==> src/design/ctue_pkg.sv <==
package ctue_pkg;

	localparam int ACC_W = 38;

	typedef logic signed [ACC_W-1:0] acc_t;

	typedef struct packed {
		logic clr;
		logic add;
	} acc_ctl_t;

	localparam logic [11:0] YEAR0 = 12'd1970;
	localparam logic [1:0]  YEAR0_MOD4 = 2'd2;
	localparam logic [6:0]  YEAR0_MOD100 = 7'd70;
	localparam logic [8:0]  YEAR0_MOD400 = 9'd370;

	localparam acc_t SEC_PER_DAY = acc_t'(86400);
	localparam acc_t SEC_PER_HOUR = acc_t'(3600);
	localparam acc_t SEC_PER_MIN = acc_t'(60);
	localparam acc_t SEC_PER_ZONE_Q = acc_t'(900);
	localparam acc_t SEC_PER_YEAR = acc_t'(365 * 86400);
	localparam acc_t SEC_PER_LEAP_YEAR = acc_t'(366 * 86400);

	function automatic logic is_leap(logic [11:0] y);
		logic [22:0] prod;
		logic [7:0]  quo;
		logic [11:0] rem;
		logic        div25;
		prod = 23'(y) * 23'd1311;
		quo = prod[22:15];
		rem = y - 12'({4'b0000, quo} * 12'd25);
		div25 = (rem == 12'd0);
		return (y[1:0] == 2'b00) && (!div25 || (y[3:0] == 4'b0000));
	endfunction

	function automatic logic [8:0] days_before(logic [3:0] m);
		logic [8:0] d;
		unique case (m)
			4'd2:  d = 9'd31;
			4'd3:  d = 9'd59;
			4'd4:  d = 9'd90;
			4'd5:  d = 9'd120;
			4'd6:  d = 9'd151;
			4'd7:  d = 9'd181;
			4'd8:  d = 9'd212;
			4'd9:  d = 9'd243;
			4'd10: d = 9'd273;
			4'd11: d = 9'd304;
			4'd12: d = 9'd334;
			4'd13, 4'd14, 4'd15: d = 9'd365;
			default: d = 9'd0;
		endcase
		return d;
	endfunction

endpackage

==> src/design/calendar_to_utc_epoch.sv <==
// One shared accumulating adder sums seconds under a small sequencer.
// After an accepted start the sequencer adds each whole year from 1970 up to
// year_full, then the month, day, hour, minute, second and zone terms.
// No new start is accepted until done; busy stays high meanwhile.
// The result is shown for one cycle with done; the receiver cannot stall.
// Asynchronous active-low reset returns the sequencer to idle with no strobe.
module calendar_to_utc_epoch (
	input  logic              clk,
	input  logic              arst_n,
	input  logic              start,
	output logic              busy,
	input  logic [11:0]       year_full,
	input  logic [3:0]        month_num,
	input  logic [4:0]        day_of_month,
	input  logic [4:0]        hour_num,
	input  logic [5:0]        minute_num,
	input  logic [5:0]        second_num,
	input  logic signed [6:0] zone_quarters,
	output logic              done,
	output logic [31:0]       epoch_seconds
);

	localparam logic [3:0] ST_IDLE  = 4'd0;
	localparam logic [3:0] ST_YEARS = 4'd1;
	localparam logic [3:0] ST_MONTH = 4'd2;
	localparam logic [3:0] ST_DAY   = 4'd3;
	localparam logic [3:0] ST_HOUR  = 4'd4;
	localparam logic [3:0] ST_MIN   = 4'd5;
	localparam logic [3:0] ST_SEC   = 4'd6;
	localparam logic [3:0] ST_ZONE  = 4'd7;
	localparam logic [3:0] ST_OUT   = 4'd8;

	logic [3:0]        state_q;
	logic [11:0]       year_q;
	logic [11:0]       ycnt_q;
	logic [3:0]        month_q;
	logic [4:0]        day_q;
	logic [4:0]        hour_q;
	logic [5:0]        minute_q;
	logic [5:0]        second_q;
	logic signed [6:0] zone_q;
	logic              leap_q;
	logic [1:0]        m4_q;
	logic [6:0]        m100_q;
	logic [8:0]        m400_q;
	logic              done_q;
	logic [31:0]       epoch_q;

	logic              accept;
	logic              more_years;
	logic              leap_loop;
	logic [8:0]        mdays;
	logic signed [6:0] dm1;
	ctue_pkg::acc_ctl_t ctl;
	ctue_pkg::acc_t     opnd;
	ctue_pkg::acc_t     acc;

	assign accept = start && !busy;
	assign busy = (state_q != ST_IDLE);
	assign more_years = (ycnt_q < year_q);
	assign leap_loop = (m4_q == 2'd0) && ((m100_q != 7'd0) || (m400_q == 9'd0));
	assign mdays = ctue_pkg::days_before(month_q) + 9'(leap_q && (month_q > 4'd2));
	assign dm1 = $signed({2'b00, day_q}) - 7'sd1;

	always_comb begin
		ctl.clr = accept;
		ctl.add = 1'b0;
		opnd = '0;
		unique case (state_q)
			ST_YEARS: begin
				ctl.add = more_years;
				opnd = leap_loop ? ctue_pkg::SEC_PER_LEAP_YEAR : ctue_pkg::SEC_PER_YEAR;
			end
			ST_MONTH: begin
				ctl.add = 1'b1;
				opnd = ctue_pkg::acc_t'($signed({1'b0, mdays})) * ctue_pkg::SEC_PER_DAY;
			end
			ST_DAY: begin
				ctl.add = 1'b1;
				opnd = ctue_pkg::acc_t'(dm1) * ctue_pkg::SEC_PER_DAY;
			end
			ST_HOUR: begin
				ctl.add = 1'b1;
				opnd = ctue_pkg::acc_t'($signed({1'b0, hour_q})) * ctue_pkg::SEC_PER_HOUR;
			end
			ST_MIN: begin
				ctl.add = 1'b1;
				opnd = ctue_pkg::acc_t'($signed({1'b0, minute_q})) * ctue_pkg::SEC_PER_MIN;
			end
			ST_SEC: begin
				ctl.add = 1'b1;
				opnd = ctue_pkg::acc_t'($signed({1'b0, second_q}));
			end
			ST_ZONE: begin
				ctl.add = 1'b1;
				opnd = -(ctue_pkg::acc_t'(zone_q) * ctue_pkg::SEC_PER_ZONE_Q);
			end
			default: begin
				ctl.add = 1'b0;
			end
		endcase
	end

	ctue_acc u_acc (
		.clk    (clk),
		.arst_n (arst_n),
		.ctl    (ctl),
		.opnd   (opnd),
		.acc    (acc)
	);

	always_ff @(posedge clk or negedge arst_n) begin
		if (!arst_n) begin
			state_q <= ST_IDLE;
			done_q <= 1'b0;
		end else begin
			done_q <= 1'b0;
			unique case (state_q)
				ST_IDLE: begin
					if (accept) begin
						state_q <= ST_YEARS;
					end
				end
				ST_YEARS: begin
					if (!more_years) begin
						state_q <= ST_MONTH;
					end
				end
				ST_MONTH: state_q <= ST_DAY;
				ST_DAY:   state_q <= ST_HOUR;
				ST_HOUR:  state_q <= ST_MIN;
				ST_MIN:   state_q <= ST_SEC;
				ST_SEC:   state_q <= ST_ZONE;
				ST_ZONE:  state_q <= ST_OUT;
				ST_OUT: begin
					state_q <= ST_IDLE;
					done_q <= 1'b1;
				end
				default: state_q <= ST_IDLE;
			endcase
		end
	end

	always_ff @(posedge clk) begin
		if (accept) begin
			year_q <= year_full;
			month_q <= month_num;
			day_q <= day_of_month;
			hour_q <= hour_num;
			minute_q <= minute_num;
			second_q <= second_num;
			zone_q <= zone_quarters;
			leap_q <= ctue_pkg::is_leap(year_full);
			ycnt_q <= ctue_pkg::YEAR0;
			m4_q <= ctue_pkg::YEAR0_MOD4;
			m100_q <= ctue_pkg::YEAR0_MOD100;
			m400_q <= ctue_pkg::YEAR0_MOD400;
		end else if ((state_q == ST_YEARS) && more_years) begin
			ycnt_q <= ycnt_q + 12'd1;
			m4_q <= m4_q + 2'd1;
			m100_q <= (m100_q == 7'd99) ? 7'd0 : m100_q + 7'd1;
			m400_q <= (m400_q == 9'd399) ? 9'd0 : m400_q + 9'd1;
		end
	end

	always_ff @(posedge clk) begin
		if (state_q == ST_OUT) begin
			if (acc[ctue_pkg::ACC_W-1]) begin
				epoch_q <= '0;
			end else if (acc[ctue_pkg::ACC_W-2:32] != '0) begin
				epoch_q <= '1;
			end else begin
				epoch_q <= acc[31:0];
			end
		end
	end

	assign done = done_q;
	assign epoch_seconds = epoch_q;

`ifndef SYNTHESIS
	a_done_after_out: assert property (@(posedge clk) disable iff (!arst_n)
		done_q |-> $past(state_q == ST_OUT))
		else $error("done strobe without a finished sequence");

	a_done_idle: assert property (@(posedge clk) disable iff (!arst_n)
		done_q |-> (state_q == ST_IDLE))
		else $error("done strobe while still busy");

	a_accept_starts: assert property (@(posedge clk) disable iff (!arst_n)
		accept |=> (state_q == ST_YEARS))
		else $error("accepted transfer did not start the year loop");

	a_year_bound: assert property (@(posedge clk) disable iff (!arst_n)
		((state_q == ST_YEARS) && (year_q >= ctue_pkg::YEAR0)) |-> (ycnt_q <= year_q))
		else $error("year counter ran past the target year");
`endif

endmodule

==> src/design/ctue_acc.sv <==
module ctue_acc (
	input  logic              clk,
	input  logic              arst_n,
	input  ctue_pkg::acc_ctl_t ctl,
	input  ctue_pkg::acc_t     opnd,
	output ctue_pkg::acc_t     acc
);

	ctue_pkg::acc_t acc_q;

	always_ff @(posedge clk or negedge arst_n) begin
		if (!arst_n) begin
			acc_q <= '0;
		end else if (ctl.clr) begin
			acc_q <= '0;
		end else if (ctl.add) begin
			acc_q <= acc_q + opnd;
		end
	end

	assign acc = acc_q;

endmodule
==> config.mk <==
export PLATFORM = sky130hd
export DESIGN_NAME = calendar_to_utc_epoch
export DESIGN_NICKNAME = d
export VERILOG_FILES = /design/src/design/ctue_pkg.sv /design/src/design/calendar_to_utc_epoch.sv /design/src/design/ctue_acc.sv
export SDC_FILE = /design/constraint.sdc
export NUM_CORES = 1
export LEC_CHECK = 0
export BUFFER_PORTS_ARGS = -buffer_cell sky130_fd_sc_hd__buf_2
export CELL_PAD_IN_SITES_DETAIL_PLACEMENT = 1
export CELL_PAD_IN_SITES_GLOBAL_PLACEMENT = 1
export CORE_MARGIN = 2
export CORE_UTILIZATION = 54
export DETAILED_ROUTE_END_ITERATION = 6
export PLACE_DENSITY_LB_ADDON = 0.15
export SLEW_MARGIN = 20
export SYNTH_ARGS = -nofsm -noshare
export SYNTH_HDL_FRONTEND = slang
export SYNTH_HIERARCHICAL = 1
export SYNTH_SLANG_ARGS = --single-unit
==> constraint.sdc <==
create_clock -name clk -period 21.7 [get_ports clk]
set_clock_uncertainty 0.1 [all_clocks]
set_input_delay 4.34 -clock clk [delete_from_list [all_inputs] [get_ports clk]]
set_output_delay 4.34 -clock clk [all_outputs]
set_load 0.02 [all_outputs]
# == After elaboration in Yosys (flattened, before gate mapping) ==
# Memory sizes are Yosys's and may differ from the RTL's. A register that Yosys moved wholly into a read port is not among the register bits.
# Cells that the tools add are included.
# totals
in_bits,48
rom_bits,144
mem_count,1
ff_bits,151
output_inout_bits,34
# mem_list
memory,words,width,rd,rd_ports_with_merged_regs,wr,line,text
(no name shown),16,9,1,1,0,ctue_pkg.sv:38,unique case (m)
# op_classes
multipliers,7
addsub,9
n_eq_ne,12
muxes,13
n_reduce_logical,21
magnitude_cmp,2
# ops
operator,n
38-bit case mux with 7 select lines,1
38-bit 2-to-1 mux,2
38-bit adder,1
18-bit negator with 38-bit output,1
32-bit 2-to-1 mux,1
4-bit case mux with 8 select lines,1
"12-bit by 11-bit multiplier with 23-bit output, second input constant",1
"9-bit by 10-bit multiplier with 19-bit output, second input constant",1
18-bit 2-to-1 mux,1
"6-bit by 11-bit multiplier with 17-bit output, second input constant",1
"4-bit by 3-bit == test with 1-bit output, second input constant",4
"7-bit by 9-bit multiplier with 16-bit output, second input constant",1
"5-bit by 8-bit multiplier with 13-bit output, second input constant",1
"12-bit by 1-bit adder with 12-bit output, second input constant",1
12-bit zero test,1
12-bit < comparator,1
"8-bit by 5-bit multiplier with 12-bit output, second input constant",1
4-bit 2-to-1 mux,3
12-bit subtractor,1
"6-bit by 4-bit multiplier with 10-bit output, second input constant",1
9-bit by 1-bit adder with 9-bit output,1
"9-bit by 1-bit adder with 9-bit output, second input constant",1
"9-bit == test, second input constant",1
9-bit zero test,1
24 further kinds,34

# == Depth between registers and ports, before layout ==
# Gate-level depths: netlist of run 1.
# depth
ltp_word,8
ltp_mapped,35

# == Cells and area by module ==
# The synthesis of run 1 kept the hierarchy.
# modules_own_cells
module,area_per_inst_um2,cells_each,seq_area_each_um2,instances
calendar_to_utc_epoch,13913.3,1457,3248.1,1
ctue_acc,3638.5,434,950.9,1

# == Worst setup path before layout of run 1 ==
# No wires, ideal clock.
# synth_timing
path_type,in2reg
start,input year_full[6]
end,register leap_q (data pin)
slack_ns,9.976
arrival_ns,11.360
path_buffers,0
stages,32
required_time_ns,21.336
cell_sequence,inv_1 fa_1 inv_1 ha_1 inv_1 fa_1 inv_1 fa_1 inv_1 fa_1 inv_1 ha_1 a21oi_1 o21ai_0 a21oi_1 o21bai_1 a21o_1 a21o_1 a21o_1 a211oi_1 nor2_1 ha_1 fa_1 fa_1 inv_1 ha_1 nor3_1 a2111oi_0 nand4_1 nor4_1 o2111ai_1 o41a_1
# synth_via
elab_chain_cells,7
# synth_rtl
item,line,text
start: declaration,calendar_to_utc_epoch.sv:12,"input logic [11:0] year_full,"
12-bit by 11-bit multiplier with 23-bit output,ctue_pkg.sv:29,prod = 23'(y) * 23'd1311;
8-bit by 5-bit multiplier with 12-bit output,ctue_pkg.sv:31,"rem = y - 12'({4'b0000, quo} * 12'd25);"
12-bit subtractor *,ctue_pkg.sv:31,
12-bit zero test *,ctue_pkg.sv:32,div25 = (rem == 12'd0);
1-bit zero test *,ctue_pkg.sv:33,return (y[1:0] == 2'b00) && (!div25 || (y[3:0] == 4'b0000));
1-bit logical OR *,ctue_pkg.sv:33,
1-bit logical AND *,ctue_pkg.sv:33,
end signal: assignment,calendar_to_utc_epoch.sv:153,leap_q <= ctue_pkg::is_leap(year_full);
end: declaration,calendar_to_utc_epoch.sv:42,logic leap_q;
# Every way passes the cells marked *; elsewhere a longest branch is shown, timed or not.
# A chain may end at the register's enable or synchronous reset.

# == Worst setup path in the final report of run 1 ==
# layout_timing
start,input year_full[5]
end,register leap_q (data pin)
# Same word-level chain as after synthesis.

==> results by group, run 1 <==
Outcome
  • Outcome: complete, no violations

Synthesis
  • Most common cell in the netlist: ha_1
  • Sequential area share after synthesis: 23.9%
  • EDFF count, synth: 78
  • Yosys warning count: 6
  • Top FF cell, synth: edfxtp_1
  • Largest area contributor in the netlist: ha_1
  • Top cell type's share of synthesized area: 24.0%
  • Register bit total from synthesis: 160
  • Syn nets: 2370
  • Mapped cell area: 17600 sq um
  • Syn_area_per_cell: 9.28 sq um
  • Top post-synthesis cells by area: ha_1 (24%), edfxtp_1 (13%), fa_1 (11%)
  • Synth top cells by count: ha_1 (336), inv_1 (281), nor2_1 (197)
  • Synth cell types: 93
  • Fraction of registers with async set/reset: 26.9%
  • Gate Count Post-Synth: 1891

Floorplan
  • Core ar.: 32300 sq um
  • Die height: 184 um
  • Starting Density: 54.4%
  • I/O pin count: 82
  • Rows: 66
  • DIE AREA: 34000 sq um
  • Die span in x: 184 um

Timing
  • Final Hold Vio Count: 0
  • Worst Tran Pin Value: 1150 ps
  • Final slew viol count: 0
  • Setup Viol. Count Final: 0
  • Period utilisation layout: 56.8%
  • Final Critical Period: 12330 ps
  • Rel. slew slack: 22.6%
  • RSZ-0062 raised after global routing: no
  • Fmax: 81.1 MHz
  • Setup tns final: 0 ps

Place
  • Placed Area: 18500 sq um
  • # port buffers: 81
  • Final Wtd Congestion: 0.865
  • Hpwl dp: 37500 um

Setup path
  • Crit-path most repeated cell: inv_1
  • Worst EP required: 21800 ps
  • CP max stage delay: 550 ps
  • Maximum fanout along the worst path: 7
  • Worst EP arrival: 12430 ps
  • Worst setup SP type: input pin
  • Slowest CP cell: fa_1
  • Worst Setup Path Type: input pin to flip-flop
  • CP endpoint kind: flip-flop

Clocking
  • CTS Hold Buffers Added: 0
  • Clk Latency, worst-skew pair: 460 ps
  • H-tree Lvls: 4
  • # resized after CTS: 0
  • Clock Sink Count: 160
  • Deepest clock path buffer count: 2
  • Post-CTS Setup Bufs: 0
  • CTS Buf Count: 17
  • CTS tree: yes
  • Clock transition at the registers of the reported paths: 70 ps
  • Root buf cell: clkbuf_16

Layout
  • Synthesis-to-layout area growth: 8.68%
  • Layout cells sized above 1: 8.44%
  • Ant. Diodes: 0
  • Nets: 2444
  • Final Core Density: 59.1%
  • Design area: 19100 sq um

Global routing
  • First-pass GRT wire length: 77700 um
  • Initial antenna violation count: 0
  • GRT Overall Usage: 29.2%
  • Vias in the first global route: 15395
  • GR Overflow Total: 0
  • Largest net degree at the start of global routing: 56

Drt
  • Starting DRT DRC Count: 570
  • DRC Markers: 0
  • Via count: 13867
  • DR WL/cell: 19.6 um
  • Vias per std cell: 5.73
  • Routed WL: 47300 um
  • Drt first pass iters: 6
  • Final ANT Viol Nets: 0

Hold path
  • Type of the worst min-delay path: flip-flop to flip-flop

Job
  • Max cap viols: 0
through the flow:
stage	worst slack, ps	hold WS (ps)	std cells
4_1_cts	9390	409	2420
3_5_place_dp	8960	400	2388
2_1_floorplan	9980	370	1891
5_1_grt	8870	464	2420
3_3_place_gp	9330	388	2388
6_report	9370	410	2420
critical path: cells and delay by family:
| kind | cells | cell delay, ps |
|---|---|---|
| adder cells (fa/ha/maj) | 10 | 4130 |
| AO/OA/AOI/OAI | 11 | 2550 |
| buffers and inverters | 8 | 750 |
| AND/OR/NAND/NOR | 4 | 640 |
layout by cell type (no fill, tap or decap), types with 34 or more instances in the layout:
cell type,count
edfxtp_1,78
ha_1,336
dfrtp_1,42
nand2_1,105
a21o_1,34
xor2_1,42
inv_1,281
buf_2,80
a21oi_1,102
nor2_1,197
dfxtp_1,39
fa_1,95
o21ai_0,50
xnor2_1,67
routing by layer:
metal  wire length, um  part of all wire (%)  vias up  track usage [%]
met4              1730                   3.6        0             12.0
met5                 0                     0        -                0
li1                  -                     -     6666                -
met1             19700                    42     6852             33.9
met2             24400                    52      256             54.0
met3              1550                   3.3       93             4.15
logic make-up after synthesis:
| family | count (synthesis) | synth area share, % |
|---|---|---|
| and+or+nand+nor | 483 | 13.1 |
| adders and majority gates | 431 | 34.8 |
| AOI/OAI and AO/OA | 351 | 13.7 |
| buffers and inverters | 321 | 6.96 |
| DFF | 160 | 23.9 |
| xor gates and xnor gates | 110 | 5.53 |
| muxes | 35 | 2.09 |
layout make-up:
| cell class | instances | area [sq um] |
|---|---|---|
| sequential | 160 | 4200 |
| multi-input combinational | 1410 | 12100 |
| clock inverter | 14 | 178 |
| clock buffer | 18 | 429 |
| fill | 3736 | 13200 |
| inverter | 282 | 1060 |
| timing repair buffer | 94 | 505 |
| tap | 442 | 553 |
sequential cells by signal, summed over array words and instances (netlist names), named ones only:
signal / flops
month_q: 4
done: 1
epoch_seconds: 32
m4_q: 2
second_q: 6
day_q: 5
u_acc/acc: 38
state_q: 4
zone_q: 7
leap_q: 1
hour_q: 5
minute_q: 6
year_q: 12
ycnt_q: 12
m100_q: 7
m400_q: 9
worst paths after layout:
check | startpoint | to | slack (ps) | depth (start not counted)
worst max-delay path | year_full[5] | leap_q | 9370 | 33
worst min-delay path | m4_q[1] | m4_q[1] | 410 | 2
worst max register to register | zone_q[2] | u_acc/acc[37] | 13580 | 32
worst min register to register | m4_q[1] | m4_q[1] | 410 | 2
max in group asynchronous | arst_n | u_acc/acc[37] | 17270 | 1
min in group asynchronous | arst_n | done | 3790 | 1
Power of run 1 is not shown: default switching activity piles up to over one toggle a cycle in this logic, so the estimate is an artifact.
==> run 2: changes to the inputs <==
ABC_AREA = 1   (was unset)
CORE_UTILIZATION = 43   (was 54)
clock period = 10.1 ns   (was 21.7 ns; I/O delays follow)
==> results by group, run 2 <==
Outcome
  • Outcome: complete, no violations

Setup path
  • Worst setup startpoint: year_full[6]
  • R2r startpoint: leap_q
  • Reg2Reg Depth: 34 (+6.3%)
  • Worst EP arrival: 9580 ps (-2850 ps)
  • Worst Setup Path Type: input pin to flip-flop
  • CP endpoint kind: flip-flop
  • Worst setup SP type: input pin
  • CP max stage delay: 550 ps (about the same)
  • Worst EP required: 10260 ps (-11540 ps)
  • Maximum fanout along the worst path: 5 (-2)
  • Crit-path most repeated cell: inv_1
  • Slowest CP cell: fa_1

Clocking
  • Clock Sink Count: 160 (unchanged)
  • Root buf cell: clkbuf_16
  • Post-CTS Setup Bufs: 0 (unchanged)
  • Clk Latency, worst-skew pair: 500 ps (+40 ps)
  • CTS Hold Buffers Added: 0 (unchanged)
  • CTS Buf Count: 17 (unchanged)
  • Deepest clock path buffer count: 2 (unchanged)
  • # resized after CTS: 0 (unchanged)
  • CTS tree: yes
  • H-tree Lvls: 4 (unchanged)
  • Clock transition at the registers of the reported paths: 70 ps (about the same)

Drt
  • Drt first pass iters: 5 (-1)
  • Final ANT Viol Nets: 0 (unchanged)
  • DR WL/cell: 17.1 um (-13%)
  • DRC Markers: 0 (unchanged)
  • Via count: 15699 (+13%)
  • Starting DRT DRC Count: 699 (+23%)
  • Routed WL: 51800 um (+9.5%)
  • Vias per std cell: 5.16 (-9.9%)

Synthesis
  • Largest area contributor in the netlist: ha_1
  • Top cell type's share of synthesized area: 22.7% (-1.2 points)
  • Register bit total from synthesis: 160 (unchanged)
  • Post-synthesis adder-cell area fraction: 33.0% (-1.8 points)
  • Compound-Gate Fraction of Synth Area: 10.1% (-3.5 points)
  • Syn nets: 2878 (+21%)
  • Fraction of registers with async set/reset: 26.9% (unchanged)
  • Top FF cell, synth: edfxtp_1
  • Synth top cells by count: inv_1 (505), nand2_1 (504), ha_1 (336)
  • Gate Count Post-Synth: 2399 (+27%)
  • Sequential area share after synthesis: 22.7% (-1.2 points)
  • Most common cell in the netlist: inv_1
  • Mux share of post-synthesis cell area: 0% (-2.1 points)
  • Mapped cell area: 18500 sq um (+5.3%)
  • Yosys warning count: 6 (unchanged)
  • EDFF count, synth: 78 (unchanged)
  • Area share of and/or/nand/nor cells after synthesis: 20.7% (+7.7 points)
  • Largest family of logic cells by synthesized area: adder cells
  • Syn_area_per_cell: 7.70 sq um (-17%)
  • Post-synthesis xor/xnor area fraction: 2.36% (-3.2 points)
  • Synth cell types: 60 (-35%)
  • Top post-synthesis cells by area: ha_1 (23%), edfxtp_1 (13%), fa_1 (10%)

Place
  • Hpwl dp: 43500 um (+16%)
  • Inst Count DP: 3008 (+26%)
  • # port buffers: 81 (unchanged)
  • Final Wtd Congestion: 0.895 (+3.5%)

Layout
  • Max reg flops: 38 (unchanged)
  • Synthesis-to-layout area growth: 9.02%
  • Most common cell after layout, fill and taps aside: inv_1
  • Layout cells sized above 1: 8.28% (-0.17 points)
  • Nets: 2967 (+21%)
  • Most frequent cells in the layout: inv_1 (505), nand2_1 (504), ha_1 (336)
  • Final Non-Filler Cells: 3040 (+26%)
  • Ant. Diodes: 0 (unchanged)
  • FILL cells: 5282 (+41%)

Global routing
  • First-pass GRT wire length: 86900 um (+12%)
  • Largest net degree at the start of global routing: 44 (-21%)
  • Vias in the first global route: 17213 (+12%)
  • GR Overflow Total: 0 (unchanged)
  • Initial antenna violation count: 0 (unchanged)
  • GRT Overall Usage: 24.9% (-4.4 points)

Timing
  • Setup Viol. Count Final: 0 (unchanged)
  • Final Hold Vio Count: 0 (unchanged)
  • Setup tns final: 0 ps (unchanged)
  • Final slew viol count: 0 (unchanged)
  • Final Critical Period: 9420 ps
  • RSZ-0062 raised after global routing: no
  • Period utilisation layout: 93.3%
  • Rel. slew slack: 34.4% (+12 points)
  • Fin Hold WS: 392 ps (-17.1 ps)
  • Worst Tran Pin Value: 974 ps (-177 ps)
  • Fmax: 106 MHz

Job
  • Max cap viols: 0 (unchanged)

Hold path
  • Type of the worst min-delay path: flip-flop to flip-flop
  • Hold path startpoint: m4_q[1]
  • Hold path cells: 2 (unchanged)

Floorplan
  • Die height: 211 um (+15%)
  • I/O pin count: 82 (unchanged)
  • Core ar.: 42200 sq um (+31%)
  • Rows: 75 (+14%)
  • Die span in x: 211 um (+15%)
  • DIE AREA: 44700 sq um (+32%)
  • Starting Density: 43.8% (-11 points)
run 2: final timing paths:
path	to	slack, ps
setup / recovery	leap_q	680
hold reg to reg	m4_q[1]	390
hold / removal	m4_q[1]	390
min in group asynchronous	u_acc/acc[28]	1520
max in group asynchronous	u_acc/acc[37]	7940
setup reg to reg	u_acc/acc[33]	2640
run 2: metrics by stage:
step                      setup WS, ps  instance area, sq um  util (%)
after floorplan                   1090                 18500         -
after global placement             311                 19600      46.3
after detailed placement           118                 19600      46.3
after CTS                          651                 20200      47.7
after global routing              20.7                 20200      47.7
final                              680                 20200      47.7
run 2: logic make-up (layout without fill, tap and decap cells):
family,count (synthesis),count (layout)
AOI/OAI and AO/OA,330,330
adders and majority gates,431,431
DFF,160,160
xor gates and xnor gates,49,49
and+or+nand+nor,888,888
buffers and inverters,541,643
run 2: final cells by class:
class	count	area, sq um	share of cell area (%)
clock buffers	17	425	2.11
clock inverters	15	159	0.789
inverters	520	1950	9.69
multi-input cells	1698	12300	60.8
flip-flops and latches	160	4200	20.8
well taps	539	674	3.35
repair buffers	91	480	2.38
run 2: worst max-delay path: cells and delay by family:
family          cells  cell delay, ps
fa+ha+maj          10            4100
compound gates      5             820
buf+inv            11             950
xor+xnor            1             230
simple gates       16            1470
run 2: metal layers:
metal / vias to the layer above / GRT usage, % / share of wire, %
li1: 7884 / - / -
met1: 7609 / 31.0 / 46
met2: 151 / 44.5 / 50
met3: 55 / 3.58 / 2.2
met4: 0 / 7.07 / 2.1
met5: - / 0 / 0
Power of run 2 is left out for the same reason.
